[config.mk]
export PLATFORM = sky130hd
export DESIGN_NAME = anagram_letter_histogram_check
export DESIGN_NICKNAME = d
export VERILOG_FILES = /design/src/hw/rtl/alhc_pkg.sv /design/src/hw/rtl/alhc_ram.sv /design/src/hw/rtl/anagram_letter_histogram_check.sv
export SDC_FILE = /design/constraint.sdc
export NUM_CORES = 1
export LEC_CHECK = 0
export BUFFER_PORTS_ARGS = -buffer_cell sky130_fd_sc_hd__buf_4
export CAP_MARGIN = 20
export CORE_MARGIN = 4
export CORE_UTILIZATION = 35
export DETAILED_ROUTE_END_ITERATION = 10
export GPL_ROUTABILITY_DRIVEN = 0
export PLACE_DENSITY = 0.61
export SYNTH_ARGS = -nofsm -noshare
export SYNTH_HDL_FRONTEND = slang
export SYNTH_HIERARCHICAL = 1
export SYNTH_SLANG_ARGS = --single-unit
[constraint.sdc]
create_clock -name clk -period 6.4 [get_ports clk]
set_clock_uncertainty 0.05 [all_clocks]
set_input_delay 1.28 -clock clk [delete_from_list [all_inputs] [get_ports clk]]
set_output_delay 1.28 -clock clk [all_outputs]
set_load 0.03 [all_outputs]
[src/hw/rtl/alhc_pkg.sv]
// ----------------------------------------------------------------------------
// alhc_pkg
// Shared constants, types and helpers of the anagram letter histogram check.
// ----------------------------------------------------------------------------
`default_nettype none

package alhc_pkg;

  localparam int unsigned MAX_LEN_DEF = 256;
  localparam int unsigned NUM_CLASSES = 26;
  localparam int unsigned CLS_W       = $clog2(NUM_CLASSES);

  localparam logic [7:0] UPPER_FIRST = 8'd65;
  localparam logic [7:0] UPPER_LAST  = 8'd90;
  localparam logic [7:0] LOWER_FIRST = 8'd97;
  localparam logic [7:0] LOWER_LAST  = 8'd122;
  localparam logic [7:0] CASE_BIT    = 8'h20;

  typedef enum logic [1:0] {
    STATUS_ANAGRAM        = 2'd0,
    STATUS_LETTERS_DIFFER = 2'd1,
    STATUS_LENGTH         = 2'd2,
    STATUS_NON_LETTER     = 2'd3
  } status_t;

  typedef logic [CLS_W-1:0] cls_t;

  function automatic logic alpha_byte(input logic [7:0] b);
    return ((b >= UPPER_FIRST) && (b <= UPPER_LAST)) ||
           ((b >= LOWER_FIRST) && (b <= LOWER_LAST));
  endfunction

  // Non-letters map to class zero so that the address stays in range.
  function automatic cls_t letter_class(input logic [7:0] b);
    logic [7:0] folded;
    folded = (b | CASE_BIT) - LOWER_FIRST;
    return alpha_byte(b) ? folded[CLS_W-1:0] : '0;
  endfunction

endpackage

`default_nettype wire

[src/hw/rtl/alhc_ram.sv]
// ----------------------------------------------------------------------------
// alhc_ram
// Generic RAM with one write port and two registered read ports.
// ----------------------------------------------------------------------------
`default_nettype none

module alhc_ram #(
  parameter int unsigned WIDTH = 8,
  parameter int unsigned DEPTH = 26
) (
  input  wire logic                     clk,
  input  wire logic                     we,
  input  wire logic [$clog2(DEPTH)-1:0] waddr,
  input  wire logic [WIDTH-1:0]         wdata,
  input  wire logic                     re,
  input  wire logic [$clog2(DEPTH)-1:0] raddr0,
  input  wire logic [$clog2(DEPTH)-1:0] raddr1,
  output logic      [WIDTH-1:0]         rdata0,
  output logic      [WIDTH-1:0]         rdata1
);

  logic [WIDTH-1:0] mem [DEPTH];

  always_ff @(posedge clk) begin
    if (we) begin
      mem[waddr] <= wdata;
    end
    if (re) begin
      rdata0 <= mem[raddr0];
      rdata1 <= mem[raddr1];
    end
  end

endmodule

`default_nettype wire

[src/hw/rtl/anagram_letter_histogram_check.sv]
// ----------------------------------------------------------------------------
// anagram_letter_histogram_check
// Case-insensitive anagram check of two strings streamed side by side.
//
//   channel  direction  payload                                  handshake
//   in_      input      word_char/present, compared_char/present, last
//                                                                in_valid/ready
//   out_     output     match, status                            out_valid/ready
//
// One character pair is taken per cycle while in_ready is high. Its read of
// the two letter count memories starts at the transfer and the update is
// written back when the pair commits, with a one-entry forward path for
// back-to-back hits. A result is registered when its last pair commits.
// Reset and every result clear the state at once through per-entry valid bits.
// Input stalls only while a last pair waits for a full, stalled output register.
// ----------------------------------------------------------------------------
`default_nettype none

module anagram_letter_histogram_check
  import alhc_pkg::*;
#(
  parameter int unsigned MAX_LEN = MAX_LEN_DEF
) (
  input  wire logic       clk,
  input  wire logic       rst_n,
  input  wire logic [7:0] in_word_char,
  input  wire logic       in_word_present,
  input  wire logic [7:0] in_compared_char,
  input  wire logic       in_compared_present,
  input  wire logic       in_last,
  input  wire logic       in_valid,
  output logic            in_ready,
  output logic            out_match,
  output logic [1:0]      out_status,
  output logic            out_valid,
  input  wire logic       out_ready
);

  localparam int unsigned CNT_W = $clog2(MAX_LEN + 1);
  localparam int unsigned POS_W = $clog2(MAX_LEN + 2);
  localparam int unsigned NZ_W  = $clog2(NUM_CLASSES + 1);

  typedef logic [CNT_W-1:0] cnt_t;

  logic adv;

  logic s1_valid_r, s1_valid_nxt;
  logic s1_wp_r, s1_cp_r, s1_last_r, s1_wl_r, s1_cl_r;
  cls_t s1_wcls_r, s1_ccls_r;
  cls_t in_wcls, in_ccls;

  logic [POS_W-1:0] pos_r, pos_nxt, pos_new;
  logic [NZ_W-1:0]  nz_r, nz_nxt, nz_new;
  logic             lenbad_r, lenbad_nxt, lenbad_new;
  logic             ltrbad_r, ltrbad_nxt, ltrbad_new;

  logic [NUM_CLASSES-1:0] a_vld_r, a_vld_nxt, b_vld_r, b_vld_nxt;

  logic fa_en_r, fa_en_nxt, fb_en_r, fb_en_nxt;
  cls_t fa_addr_r, fa_addr_nxt, fb_addr_r, fb_addr_nxt;
  cnt_t fa_data_r, fa_data_nxt, fb_data_r, fb_data_nxt;

  cnt_t a_q0, a_q1, b_q0, b_q1;
  cnt_t a_w, a_c, b_w, b_c;
  cnt_t a_wr, b_wr;

  logic commit, any_p, over, ew, ec, same;
  logic nz_inc_w, nz_dec_w, nz_inc_c, nz_dec_c;
  status_t status_new;

  logic    out_valid_r, out_valid_nxt;
  status_t out_status_r, out_status_nxt;

  assign adv      = !(s1_valid_r && s1_last_r && out_valid_r && !out_ready);
  assign in_ready = adv;
  assign commit   = s1_valid_r && adv;
  assign in_wcls  = letter_class(in_word_char);
  assign in_ccls  = letter_class(in_compared_char);

  alhc_ram #(.WIDTH(CNT_W), .DEPTH(NUM_CLASSES)) u_word_ram (
    .clk    (clk),
    .we     (ew && commit),
    .waddr  (s1_wcls_r),
    .wdata  (a_wr),
    .re     (adv),
    .raddr0 (in_wcls),
    .raddr1 (in_ccls),
    .rdata0 (a_q0),
    .rdata1 (a_q1)
  );

  alhc_ram #(.WIDTH(CNT_W), .DEPTH(NUM_CLASSES)) u_compared_ram (
    .clk    (clk),
    .we     (ec && commit),
    .waddr  (s1_ccls_r),
    .wdata  (b_wr),
    .re     (adv),
    .raddr0 (in_wcls),
    .raddr1 (in_ccls),
    .rdata0 (b_q0),
    .rdata1 (b_q1)
  );

  always_comb begin
    if (fa_en_r && (fa_addr_r == s1_wcls_r)) begin
      a_w = fa_data_r;
    end else begin
      a_w = a_vld_r[s1_wcls_r] ? a_q0 : '0;
    end
    if (fa_en_r && (fa_addr_r == s1_ccls_r)) begin
      a_c = fa_data_r;
    end else begin
      a_c = a_vld_r[s1_ccls_r] ? a_q1 : '0;
    end
    if (fb_en_r && (fb_addr_r == s1_wcls_r)) begin
      b_w = fb_data_r;
    end else begin
      b_w = b_vld_r[s1_wcls_r] ? b_q0 : '0;
    end
    if (fb_en_r && (fb_addr_r == s1_ccls_r)) begin
      b_c = fb_data_r;
    end else begin
      b_c = b_vld_r[s1_ccls_r] ? b_q1 : '0;
    end
  end

  always_comb begin
    any_p   = s1_wp_r || s1_cp_r;
    pos_new = pos_r;
    if (any_p && (pos_r <= POS_W'(MAX_LEN))) begin
      pos_new = pos_r + POS_W'(1);
    end
    over       = pos_new > POS_W'(MAX_LEN);
    lenbad_new = lenbad_r || (s1_wp_r != s1_cp_r) || (any_p && over);
    ltrbad_new = ltrbad_r || (s1_wp_r && !s1_wl_r) || (s1_cp_r && !s1_cl_r);
    ew         = s1_wp_r && s1_wl_r && !over;
    ec         = s1_cp_r && s1_cl_r && !over;
    same       = ew && ec && (s1_wcls_r == s1_ccls_r);
    a_wr       = a_w + cnt_t'(1);
    b_wr       = b_c + cnt_t'(1);

    nz_inc_w = ew && !same && (a_w == b_w);
    nz_dec_w = ew && !same && ({1'b0, a_w} + (CNT_W+1)'(1) == {1'b0, b_w});
    nz_inc_c = ec && !same && (a_c == b_c);
    nz_dec_c = ec && !same && ({1'b0, a_c} == {1'b0, b_c} + (CNT_W+1)'(1));
    nz_new   = nz_r + NZ_W'(nz_inc_w) + NZ_W'(nz_inc_c)
                    - NZ_W'(nz_dec_w) - NZ_W'(nz_dec_c);

    if (lenbad_new) begin
      status_new = STATUS_LENGTH;
    end else if (ltrbad_new) begin
      status_new = STATUS_NON_LETTER;
    end else if (nz_new != '0) begin
      status_new = STATUS_LETTERS_DIFFER;
    end else begin
      status_new = STATUS_ANAGRAM;
    end
  end

  always_comb begin
    s1_valid_nxt   = s1_valid_r;
    pos_nxt        = pos_r;
    nz_nxt         = nz_r;
    lenbad_nxt     = lenbad_r;
    ltrbad_nxt     = ltrbad_r;
    a_vld_nxt      = a_vld_r;
    b_vld_nxt      = b_vld_r;
    fa_en_nxt      = fa_en_r;
    fa_addr_nxt    = fa_addr_r;
    fa_data_nxt    = fa_data_r;
    fb_en_nxt      = fb_en_r;
    fb_addr_nxt    = fb_addr_r;
    fb_data_nxt    = fb_data_r;
    out_valid_nxt  = out_valid_r && !out_ready;
    out_status_nxt = out_status_r;

    if (adv) begin
      s1_valid_nxt = in_valid;
      fa_en_nxt    = 1'b0;
      fb_en_nxt    = 1'b0;
    end

    if (commit) begin
      fa_en_nxt   = ew && !s1_last_r;
      fa_addr_nxt = s1_wcls_r;
      fa_data_nxt = a_wr;
      fb_en_nxt   = ec && !s1_last_r;
      fb_addr_nxt = s1_ccls_r;
      fb_data_nxt = b_wr;
      if (s1_last_r) begin
        pos_nxt        = '0;
        nz_nxt         = '0;
        lenbad_nxt     = 1'b0;
        ltrbad_nxt     = 1'b0;
        a_vld_nxt      = '0;
        b_vld_nxt      = '0;
        out_valid_nxt  = 1'b1;
        out_status_nxt = status_new;
      end else begin
        pos_nxt    = pos_new;
        nz_nxt     = nz_new;
        lenbad_nxt = lenbad_new;
        ltrbad_nxt = ltrbad_new;
        if (ew) begin
          a_vld_nxt[s1_wcls_r] = 1'b1;
        end
        if (ec) begin
          b_vld_nxt[s1_ccls_r] = 1'b1;
        end
      end
    end
  end

  always_ff @(posedge clk) begin
    if (!rst_n) begin
      s1_valid_r  <= 1'b0;
      pos_r       <= '0;
      nz_r        <= '0;
      lenbad_r    <= 1'b0;
      ltrbad_r    <= 1'b0;
      a_vld_r     <= '0;
      b_vld_r     <= '0;
      fa_en_r     <= 1'b0;
      fb_en_r     <= 1'b0;
      out_valid_r <= 1'b0;
    end else begin
      s1_valid_r  <= s1_valid_nxt;
      pos_r       <= pos_nxt;
      nz_r        <= nz_nxt;
      lenbad_r    <= lenbad_nxt;
      ltrbad_r    <= ltrbad_nxt;
      a_vld_r     <= a_vld_nxt;
      b_vld_r     <= b_vld_nxt;
      fa_en_r     <= fa_en_nxt;
      fb_en_r     <= fb_en_nxt;
      out_valid_r <= out_valid_nxt;
    end
  end

  always_ff @(posedge clk) begin
    fa_addr_r    <= fa_addr_nxt;
    fa_data_r    <= fa_data_nxt;
    fb_addr_r    <= fb_addr_nxt;
    fb_data_r    <= fb_data_nxt;
    out_status_r <= out_status_nxt;
    if (adv) begin
      s1_wp_r   <= in_word_present;
      s1_cp_r   <= in_compared_present;
      s1_last_r <= in_last;
      s1_wl_r   <= alpha_byte(in_word_char);
      s1_cl_r   <= alpha_byte(in_compared_char);
      s1_wcls_r <= in_wcls;
      s1_ccls_r <= in_ccls;
    end
  end

  assign out_valid  = out_valid_r;
  assign out_status = out_status_r;
  assign out_match  = (out_status_r == STATUS_ANAGRAM);

endmodule

`default_nettype wire

---- Word level (Yosys, flattened, before mapping) ----
Memories as Yosys holds them, arrays and structs flattened. A register that Yosys moved wholly into a read port is not among the register bits.
Index checks and enable logic that the tools add are counted.
operators by class
  add/subtract/negate cells ............... 11
  $lt $le $gt $ge ......................... 14
  equality and inequality tests ........... 11
  multiplexer cells ....................... 42
  bitwise logic cells ..................... 2
  reduce and logical (&&, ||, !) cells .... 61
operators by type and width
  operator                                                           number
  2-to-1 mux 26 bit                                                  4
  2-to-1 mux 9 bit                                                   10
  bitwise OR 26 bit                                                  2
  logical AND 1 bit                                                  35
  greater-or-equal comparator 8 x 7 -> 1 bit, second input constant  4
  <= comparator 8 x 7 -> 1 bit, second input constant                4
  adder 9 x 1 -> 9 bit, second input constant                        3
  equality test 5 bit                                                5
  adder 9 x 1 -> 10 bit, second input constant                       2
  binary-select mux 1 bit (select 5 bit)                             4
  2-to-1 mux 1 bit                                                   19
  equality test 9 bit                                                2
  2-to-1 mux 5 bit                                                   3
  < comparator 5 x 6 -> 1 bit, second input constant                 2
  zero test 1 bit                                                    11
  adder 5 x 1 -> 5 bit                                               2
  demux 1 bit (select 5 bit)                                         2
  equality test 10 x 9 -> 1 bit                                      1
  equality test 9 x 10 -> 1 bit                                      1
  greater-or-equal comparator 5 x 1 -> 1 bit, second input constant  2
  subtractor 5 x 1 -> 5 bit                                          2
  subtractor 5 x 1 -> 5 bit, second input constant                   2
  greater-than comparator 9 bit, second input constant               1
  <= comparator 9 bit, second input constant                         1
  other kinds (8)                                                    17
storage, ports and cells
  register bits ........................... 117
  RAM bits ................................ 468
  input port bits ......................... 23
  output and inout port bits .............. 5
  logic and storage cells ................. 166
  memories ................................ 2
memory list
  name                depth  width  read ports  clocked after Yosys merged registers in  wr ports  RTL line        text
  u_compared_ram.mem  26     9      2           2                                        1         alhc_ram.sv:22  logic [WIDTH-1:0] mem [DEPTH];
  u_word_ram.mem      26     9      2           2                                        1         alhc_ram.sv:22

---- Depth between registers and ports, before layout ----
Gate-level depths: netlist of run 1.
  depth after elaboration ................. 18
  depth in mapped cells ................... 27
  gate-level depth less buffers ........... 25

---- Cells and area by module ----
The synthesis of run 1 kept the hierarchy.
modules (own cells, without submodules)
  module                          times used  cells each  area an instance (um^2)  sequential area each (um^2)
  alhc_ram                        2           647         11541.1                  7567.3
  anagram_letter_histogram_check  1           827         7586.0                   2792.7

---- Worst setup path after synthesis of run 1 ----
OpenSTA, ideal clock, no wires.
  path type ............................... register to register
  start point ............................. register s1_ccls_r[0]
  end point ............................... register out_status_r[0], in the netlist out_status[0], data pin
  library setup time ...................... 0.274 ns
  arrival ................................. 6.232 ns
  required time ........................... 6.076 ns
  slack ................................... -0.156 ns
  stages on the path, launching flop included .. 24
  buffers on the path ..................... 1
  period minus slack after synthesis ...... 6.556 ns
  cell sequence ........................... edfxtp_1 -> buf_6 -> mux4_2 -> a22o_1 -> a41oi_2 -> a21oi_2 -> a22oi_1 -> inv_1 -> ha_1 -> inv_1 -> a221oi_1 -> o211a_2 -> xnor2_1 -> o21ai_0 -> and4_1 -> fa_1 -> fa_1 -> inv_1 -> ha_1 -> inv_1 -> fa_1 -> nand2_1 -> nor2_1 -> a41oi_1
on the way
  word-level cells in the longest chain between the ends .. 12
  elaborated cells between the ends (all ways) .. 31
  those cells by class .................... add/sub (5); eq/ne (5); mux (10); reduce/logical (11)
ends and longest elaborated chain
  element                                                           RTL line                                                                      text
  from (decl)                                                       anagram_letter_histogram_check.sv:49                                          cls_t s1_wcls_r, s1_ccls_r;
  from (signal assigned)                                            anagram_letter_histogram_check.sv:253                                         s1_ccls_r <= in_ccls;
  binary-select mux 1 bit (select 5 bit) (tied with other cells)    anagram_letter_histogram_check.sv:113                                         a_c = a_vld_r[s1_ccls_r] ? a_q1 : '0;
  2-to-1 mux 1 bit (implied by the code) (tied with other cells)    anagram_letter_histogram_check.sv:113
  2-to-1 mux 9 bit (tied with other cells)                          anagram_letter_histogram_check.sv:113
  2-to-1 mux 9 bit (tied with other cells)                          anagram_letter_histogram_check.sv:110                                         if (fa_en_r && (fa_addr_r == s1_ccls_r)) begin
  equality test 9 bit / logical AND 1 bit (equally long branches)   anagram_letter_histogram_check.sv:144, anagram_letter_histogram_check.sv:142
  logical AND 1 bit / adder 5 x 1 -> 5 bit (equally long branches)  anagram_letter_histogram_check.sv:144, anagram_letter_histogram_check.sv:146
  adder 5 x 1 -> 5 bit                                              anagram_letter_histogram_check.sv:146                                         nz_new = nz_r + NZ_W'(nz_inc_w) + NZ_W'(nz_inc_c)
  subtractor 5 x 1 -> 5 bit                                         anagram_letter_histogram_check.sv:147                                         - NZ_W'(nz_dec_w) - NZ_W'(nz_dec_c);
  subtractor 5 x 1 -> 5 bit (*)                                     anagram_letter_histogram_check.sv:147
  nonzero test 5 bit (*)                                            anagram_letter_histogram_check.sv:153                                         end else if (nz_new != '0) begin
  2-to-1 mux 1 bit (*)                                              anagram_letter_histogram_check.sv:153
  2-to-1 mux 1 bit (*)                                              anagram_letter_histogram_check.sv:151                                         end else if (ltrbad_new) begin
  to (signal assigned)                                              anagram_letter_histogram_check.sv:245                                         out_status_r <= out_status_nxt;
  to (decl)                                                         anagram_letter_histogram_check.sv:72                                          status_t out_status_r, out_status_nxt;
Every way passes the cells marked *; elsewhere a longest branch is shown, timed or not. The select of a mux whose other input is x is not followed.
A chain may end at the register's enable or synchronous reset.

---- Final worst setup path of run 1 ----
  start point ............................. register s1_wcls_r[2]
  end point ............................... register out_status_r[0], in the netlist out_status[0], data pin
on the way
  word-level cells in the longest chain between the ends .. 13
  elaborated cells between the ends (all ways) .. 31
  those cells by class .................... add/sub (5); eq/ne (5); mux (10); reduce/logical (11)
ends and longest elaborated chain
  element                                                           RTL line                                                                      text
  from (decl)                                                       anagram_letter_histogram_check.sv:49
  from (signal assigned)                                            anagram_letter_histogram_check.sv:252                                         s1_wcls_r <= in_wcls;
  binary-select mux 1 bit (select 5 bit), on equally long branches  anagram_letter_histogram_check.sv:108, anagram_letter_histogram_check.sv:118
  2-to-1 mux 1 bit, on equally long branches                        anagram_letter_histogram_check.sv:108, anagram_letter_histogram_check.sv:118
  2-to-1 mux 9 bit, on equally long branches                        anagram_letter_histogram_check.sv:108, anagram_letter_histogram_check.sv:118
  2-to-1 mux 9 bit, on equally long branches                        anagram_letter_histogram_check.sv:105, anagram_letter_histogram_check.sv:115
  equality test 9 bit                                               anagram_letter_histogram_check.sv:142                                         nz_inc_w = ew && !same && (a_w == b_w);
  logical AND 1 bit                                                 anagram_letter_histogram_check.sv:142
  adder 5 x 1 -> 5 bit (2 in a row)                                 anagram_letter_histogram_check.sv:146
  subtractor 5 x 1 -> 5 bit                                         anagram_letter_histogram_check.sv:147
  subtractor 5 x 1 -> 5 bit (*)                                     anagram_letter_histogram_check.sv:147
  nonzero test 5 bit (*)                                            anagram_letter_histogram_check.sv:153
  2-to-1 mux 1 bit (*)                                              anagram_letter_histogram_check.sv:153
  2-to-1 mux 1 bit (*)                                              anagram_letter_histogram_check.sv:151
Marks and branches as above.

==> metrics.md, run 1 <==
| Metric | Value |
|---|---|
| Placement Setup Slack | 0.241 ns |
| Fin crit share | 93.6% |
| Clock sink count | 621 |
| Cell row count | 108 |
| Antenna violations before repair | 2 |
| Setup violators final | 0 |
| Max Cap Violations | 0 |
| # hold bufs at CTS | 0 |
| Post-synthesis register bit count | 621 |
| Total global-route track usage | 17.7% |
| CTS root buf | clkbuf_16 |
| Worst path bufs/invs | 3 |
| Fmax | 167 MHz |
| Slew headroom | 19.9% |
| Post-DP HPWL | 55800 microns |
| Mux share of post-synthesis cell area | 19.4% |
| Mapped Cells | 2121 |
| GRT overflow | 0 |
| CP delay by family, top | adder cells |
| Share of cells above drive strength 1 | 22.0% |
| Highest-delay cell along the critical path | edfxtp_1 |
| Area delta synth->final | 13.6% |
| Die Ht | 304 microns |
| IO Port Bufs | 27 |
| # diodes | 0 |
| Worst slew pin tran | 1.20 ns |
| Worst-path maximum fanout | 12 |
| Syn nets | 2162 |
| CTS tree | done |
| Total CTS buffers | 68 |
| Worst setup margin | 0.410 ns |
| Die Wd | 304 microns |
| Ys Warns | 6 |
| Hold Path Class | reg -> reg |
| WP data required | 6.67 ns |
| Synth Area in Simple Gates | 8.26% |
| Pin count of the biggest net entering global routing | 55 |
| Outcome | completed |
| Maximum vdd drop | 0.000181 V |
| Pleak | 0.0110 uW |
| Post-synth EDFFs | 549 |
| Synth Area per Inst | 14.5 sq um |
| Ports | 28 |
| NumNets Final | 2219 |
| Worst skew pair latency | 0.61 ns |
| CTS Buffer Depth | 3 |
| Netlist cell types | 89 |
| CP cell instances | buf_4 > nor3b_4 > a221oi_1 > a21o_1 > nand3_2 > nand2_1 > o21ai_0 > ha_1 > o21ai_1 > a211oi_2 > xor2_1 > nand4_1 > nor4_2 > fa_1 > fa_1 > inv_1 > ha_1 > inv_1 > fa_1 > nand2_1 > nor2_1 > a41oi_1 |
| DRC Markers | 0 |
| Antenna Nets Post-Route | 0 |
| Final wirelength | 84300 microns |
| Most used cell along the critical path | fa_1 |
| Main synth FF type | edfxtp_1 |
| Drt wl/cell | 24.9 microns |
| CP arrival | 6.26 ns |
| Final hold slack | 0.423 ns |
| Largest family of logic cells by synthesized area | multiplexers |
| Clk pin slew, worst setup/hold paths | 0.06 ns |
| Die area | 0.0924 sq mm |
| Vias in the first global route | 19.9k |
| Hold Violations, Final | 0 |
| Sequential area share after synthesis | 58.5% |
| CP Launch Type | flop |
| Pins Over Slew Limit | 0 |
| Vias per cell | 5.84 |
| Power density cells | 269 mW/mm^2 |
| Setup crit end kind | flop |
| Mapped Area | 0.0307 sq mm |
| Sum Neg Setup Slack | 0 ns |
| Post-synthesis xor/xnor area fraction | 2.19% |
| Final min period | 5.99 ns |
| Initial Utilization | 35.3% |
| H-tree depth reported by CTS | 3 |
| Global-route wire length before repair | 126000 microns |
| Critical path class | reg -> reg |
| Synth Area in Adders | 0.808% |
| Largest stage delay, worst path | 0.59 ns |
| First drt pass iteration count | 5 |
| FFs w/ async S/R, synth | 0% |
| Synth Area in Compound Gates | 8.15% |
| DR iter-0 viols | 2170 |
| Vias after detailed routing | 19.8k |
| Core area | 0.0869 sq mm |
-- stage by stage --
step	total power [uW]	area (sq um)	utilization (%)	instances
after floorplan	5150	30700	-	2121
after global placement	5430	32300	37.2	3241
after detailed placement	5450	32300	37.2	3241
after CTS	9440	34600	39.8	3365
after global routing	9670	34800	40.1	3387
final	9370	34800	40.1	3387
-- cell usage after synthesis, types with 7 or more instances --
library cell	number	area, sq um
o221ai_1	20	175
buf_2	43	215
a22oi_1	65	488
clkbuf_1	35	131
and3_1	8	50.1
buf_6	7	78.8
and2_1	23	144
inv_1	36	135
nand4_1	10	62.6
buf_4	21	158
nor3b_1	11	82.6
nand3_1	56	280
o21ai_0	29	145
or2_2	9	56.3
ha_1	15	188
nor2_1	140	526
mux2_1	7	78.8
xnor2_1	39	342
nor4_1	8	50.1
nand2_1	128	480
a21oi_1	102	510
mux2i_1	169	1690
nand3b_1	15	113
edfxtp_1	549	16500
and3b_1	9	78.8
dfxtp_1	72	1440
mux4_2	170	3830
xor2_1	36	315
o22ai_1	40	250
mux2_2	23	259
nor3_1	23	115
nand2b_1	7	43.8
o21ai_1	24	120
a21o_1	23	173
a31oi_1	7	43.8
buf_1	18	67.6
nor2b_1	18	113
-- layout make-up --
cell class,count,area [sq um]
fill,7816,52000
tap,1155,1450
timing repair buffer,115,977
inverter,37,139
multi-input combinational,1335,12100
clock inverter,46,499
clock buffer,78,1770
sequential,621,17900
-- cells by family (layout without fill, tap and decap cells) --
| group | Yosys count | in the layout |
|---|---|---|
| and+or+nand+nor | 500 | 500 |
| AOI/OAI and AO/OA | 369 | 369 |
| muxes | 372 | 372 |
| DFF | 621 | 621 |
| buffers and inverters | 165 | 276 |
| adders and majority gates | 18 | 18 |
| xor gates and xnor gates | 76 | 76 |
-- worst paths after layout --
check                           cells after the start  slack, ns                          end                   start
worst min-delay path                                2       0.42         nz_r[1]$_SDFFE_PN0P_    nz_r[1]$_SDFFE_PN0P_
worst max-delay path                               22       0.41  out_status[0]$_SDFFCE_PP0P_  s1_wcls_r[2]$_DFFE_PN_
worst max register to register                     22       0.41  out_status[0]$_SDFFCE_PP0P_  s1_wcls_r[2]$_DFFE_PN_
worst min register to register                      2       0.42         nz_r[1]$_SDFFE_PN0P_    nz_r[1]$_SDFFE_PN0P_
-- report_power, final --
group | leakage [uW] | switching (uW) | internal, uW
Clock | 0.00111 | 1620 | 2370
Combinational | 0.00423 | 521 | 300
Sequential | 0.00570 | 47.2 | 4510
Total | 0.0110 | 2190 | 7180
-- state kept, by name (all words and copies together), names as in the netlist, 2 cells and up --
name                   cells
nz_r                       5
b_vld_r                   26
fb_addr_r                  5
fa_addr_r                  5
fb_data_r                  9
u_word_ram/mem           234
u_word_ram/rdata0          9
s1_ccls_r                  5
fa_data_r                  9
pos_r                      9
out_status                 2
u_word_ram/rdata1          9
u_compared_ram/mem       234
u_compared_ram/rdata0      9
s1_wcls_r                  5
u_compared_ram/rdata1      9
a_vld_r                   26
-- cell usage in the layout, fill, tap and decap left out, drive strengths merged, types with 9 or more instances in the layout --
cell	count
mux2	30
a31oi	11
clkbuf	78
inv	43
bufinv	9
ha	15
nor2b	18
nor3b	18
o221ai	20
buf	115
nand4	10
nor4	9
nand3	57
dfxtp	72
clkinv	26
mux2i	169
nor3	25
and2	23
and3	9
xnor2	39
or2	9
nand2	129
a21o	23
o21ai	53
a22oi	69
xor2	37
and3b	9
a21oi	103
nor2	141
edfxtp	549
mux4	173
o22ai	40
nand3b	15
-- metal layers --
metal  part of all wire [%]  wire, microns  track usage (%)  vias up
met5                      0              0                0        -
met2                     48          40500             29.0      992
li1                       -              -                -     8498
met4                    2.4           1980             4.95        0
met3                    8.4           7100             2.99      125
met1                     41          34800             24.4    10200
-- worst min-delay path, cell delays in order, from the launching register on --
cell and delay, ns:
dfxtp_1 0.31, nand2_1 0.05, a21boi_0 0.06
-- what timing repair did --
action	CTS	global route
gates resized for setup	0	2
setup buffers	0	14
setup endpoints to repair	0	4
Power figures use the tool's default switching activity.
==> inputs of run 2 (changes only) <==
--- a/config.mk
+++ b/config.mk
@@ -11,7 +11,7 @@
 export CORE_UTILIZATION = 35
 export DETAILED_ROUTE_END_ITERATION = 10
 export GPL_ROUTABILITY_DRIVEN = 0
-export PLACE_DENSITY = 0.61
+export PLACE_DENSITY = 0.59
 export SYNTH_ARGS = -nofsm -noshare
 export SYNTH_HDL_FRONTEND = slang
 export SYNTH_HIERARCHICAL = 1
==> constraint.sdc (replaced) <==
create_clock -name clk -period 6.9 [get_ports clk]
set_clock_uncertainty 0.05 [all_clocks]
set_input_delay 1.38 -clock clk [delete_from_list [all_inputs] [get_ports clk]]
set_output_delay 1.38 -clock clk [all_outputs]
set_load 0.03 [all_outputs]
==> run 2 against run 1 <==
Clock power shrank 11%. Largest cell class unchanged. Worst setup slack gained 0.29 ns. Cell area shrank 0.81%. Sequential power shrank 7.2%. Register-to-register slack gained 0.29 ns. Count of clock-buffer cells in the layout grew 5. Maximum frequency shrank 3.3%. Cell count shrank 0.65%. Worst hold slack gained 0.0050 ns.
==> metrics.md, run 2 (same netlist as run 1, synthesis figures left out) <==
| Metric | Value |
|---|---|
| Top flop regs | u_compared_ram/mem: 234 flops, u_word_ram/mem: 234 flops |
| Sum Neg Setup Slack | 0 ns |
| Initial Utilization | 35.3% |
| Area delta synth->final | 12.7% |
| Hold Path Class | reg -> reg |
| Vias in the first global route | 19.5k |
| GRT overflow | 0 |
| Slew headroom | 17.3% |
| Vias after detailed routing | 19.6k |
| Final hold slack | 0.428 ns |
| Worst skew pair latency | 0.63 ns |
| Largest stage delay, worst path | 0.51 ns |
| Maximum vdd drop | 0.000161 V |
| CP arrival | 6.49 ns |
| Die Ht | 304 microns |
| Hold Violations, Final | 0 |
| Setup crit end kind | flop |
| DR iter-0 viols | 1991 |
| Pleak | 0.0109 uW |
| # diodes | 0 |
| Final wirelength | 84600 microns |
| Pin count of the biggest net entering global routing | 56 |
| # hold bufs at CTS | 0 |
| Highest-delay cell along the critical path | a211oi_1 |
| Total global-route track usage | 17.8% |
| Antenna Nets Post-Route | 0 |
| Total CTS buffers | 68 |
| CP Launch Type | flop |
| Worst reg2reg endpoint | out_status[0]$_SDFFCE_PP0P_ |
| CTS tree | done |
| First drt pass iteration count | 6 |
| FF-to-FF setup slack | 0.70 ns |
| Fmax | 161 MHz |
| Outcome | completed |
| Commonest non-fill, non-tap cells in the layout | edfxtp_1, mux4_2, mux2i_1 |
| Reg-to-reg startpoint | s1_wcls_r[3]$_DFFE_PN_ |
| Power density cells | 247 mW/mm^2 |
| DRC Markers | 0 |
| H-tree depth reported by CTS | 3 |
| CTS Buffer Depth | 3 |
| R2R cell count | 22 |
| Worst-path maximum fanout | 13 |
| Worst slew pin tran | 1.24 ns |
| Post-DP HPWL | 56200 microns |
| Final min period | 6.20 ns |
| Die area | 0.0924 sq mm |
| WP data required | 7.19 ns |
| Drt wl/cell | 25.1 microns |
| Setup violators final | 0 |
| Hold path depth | 2 |
| CP cell instances | buf_4 > and3b_1 > a221oi_1 > o21a_1 > nand3_2 > nand2_1 > o21ai_0 > ha_1 > o21ai_1 > a211oi_1 > nand2_1 > xnor2_1 > nor4_2 > fa_1 > fa_1 > inv_1 > ha_1 > inv_1 > fa_1 > nand2_1 > nor2_1 > a41oi_1 |
| Share of cells above drive strength 1 | 21.0% |
| RSZ-0062 raised after global routing | false |
| Antenna violations before repair | 0 |
| CTS root buf | clkbuf_16 |
| Vias per cell | 5.81 |
| Clk pin slew, worst setup/hold paths | 0.06 ns |
| Critical path class | reg -> reg |
| Commonest non-fill, non-tap cell in the layout | edfxtp_1 |
| Die Wd | 304 microns |
| Worst Hold Path EP | nz_r[1]$_SDFFE_PN0P_ |
| Cell row count | 108 |
| Global-route wire length before repair | 127000 microns |
| Pins Over Slew Limit | 0 |
| IO Port Bufs | 27 |
| NumNets Final | 2202 |
| Max Cap Violations | 0 |
| Fin crit share | 89.8% |
| Core area | 0.0869 sq mm |
| Ports | 28 |
| Clock sink count | 621 |
| HP Start | nz_r[1]$_SDFFE_PN0P_ |
-- run 2: cell count changes in the layout (fill, tap and decap cells not counted), moves of 2 or more --
cell,before,now
buf_6,7,4
buf_4,101,88
buf_12,7,5
inv_6,5,2
inv_16,0,2
clkbuf_1,7,14
clkinv_1,10,8
bufinv_16,9,5
-- run 2: layout make-up --
class	instances	area [sq um]
multi-input cells	1335	12100
fillers	7925	52300
clock buffers	83	1770
well taps	1155	1450
repair buffers	98	820
inverters	37	139
flip-flops and latches	621	17900
clock inverters	36	378
-- run 2: worst max-delay path by stage --
| stage | cells past startpoint | from | to |
|---|---|---|---|
| 6_report | 22 | s1_wcls_r[3]$_DFFE_PN_ | out_status[0]$_SDFFCE_PP0P_ |
| 5_1_grt | 22 | s1_wcls_r[3]$_DFFE_PN_ | out_status[0]$_SDFFCE_PP0P_ |
| 4_1_cts | 21 | s1_wcls_r[2]$_DFFE_PN_ | out_status[0]$_SDFFCE_PP0P_ |
| 3_5_place_dp | 21 | s1_wcls_r[2]$_DFFE_PN_ | out_status[0]$_SDFFCE_PP0P_ |
| 3_3_place_gp | 21 | s1_wcls_r[2]$_DFFE_PN_ | out_status[0]$_SDFFCE_PP0P_ |
| 2_1_floorplan | 23 | s1_ccls_r[0]$_DFFE_PN_ | out_status[0]$_SDFFCE_PP0P_ |
-- run 2: worst max-delay path, delay by kind of cell (launching register included) --
family	cells	cell delay, ns
adder cells (fa/ha/maj)	5	1.92
AND/OR/NAND/NOR	7	1.50
XOR/XNOR	1	0.20
buffers and inverters	3	0.34
flip-flops	1	0.38
AO/OA/AOI/OAI	6	1.50
-- run 2: metrics by stage --
stage | area [sq um] | setup WS [ns] | std cells | total power, uW | util, %
finish | 34600 | 0.703 | 3365 | 8530 | 39.8
global route | 34600 | 0.191 | 3365 | 8830 | 39.8
CTS | 34400 | 0.543 | 3354 | 8600 | 39.6
detailed placement | 32300 | 0.569 | 3235 | 5050 | 37.2
global placement | 32300 | 0.789 | 3234 | 5040 | 37.1
floorplan | 30700 | 0.344 | 2121 | 4780 | -
-- run 2: timing repair --
action	in CTS	in global routing
setup endpoints to repair	0	1
buffers inserted	0	3
gates resized for setup	0	0
-- run 2: layer usage --
metal  track usage [%]  up-vias  share of wire (%)
met5                 0        -                  0
met4              4.29        0                1.8
met3              2.99      110                7.3
met2              29.1      846                 48
met1              25.0    10100                 43
li1                  -     8481                  -
-- run 2: power by group --
| group | switching [uW] | internal [uW] | total (uW) |
|---|---|---|---|
| registers | 46.4 | 4180 | 4230 |
| clock network | 1510 | 2030 | 3540 |
| logic | 482 | 271 | 753 |
| total | 2040 | 6490 | 8530 |
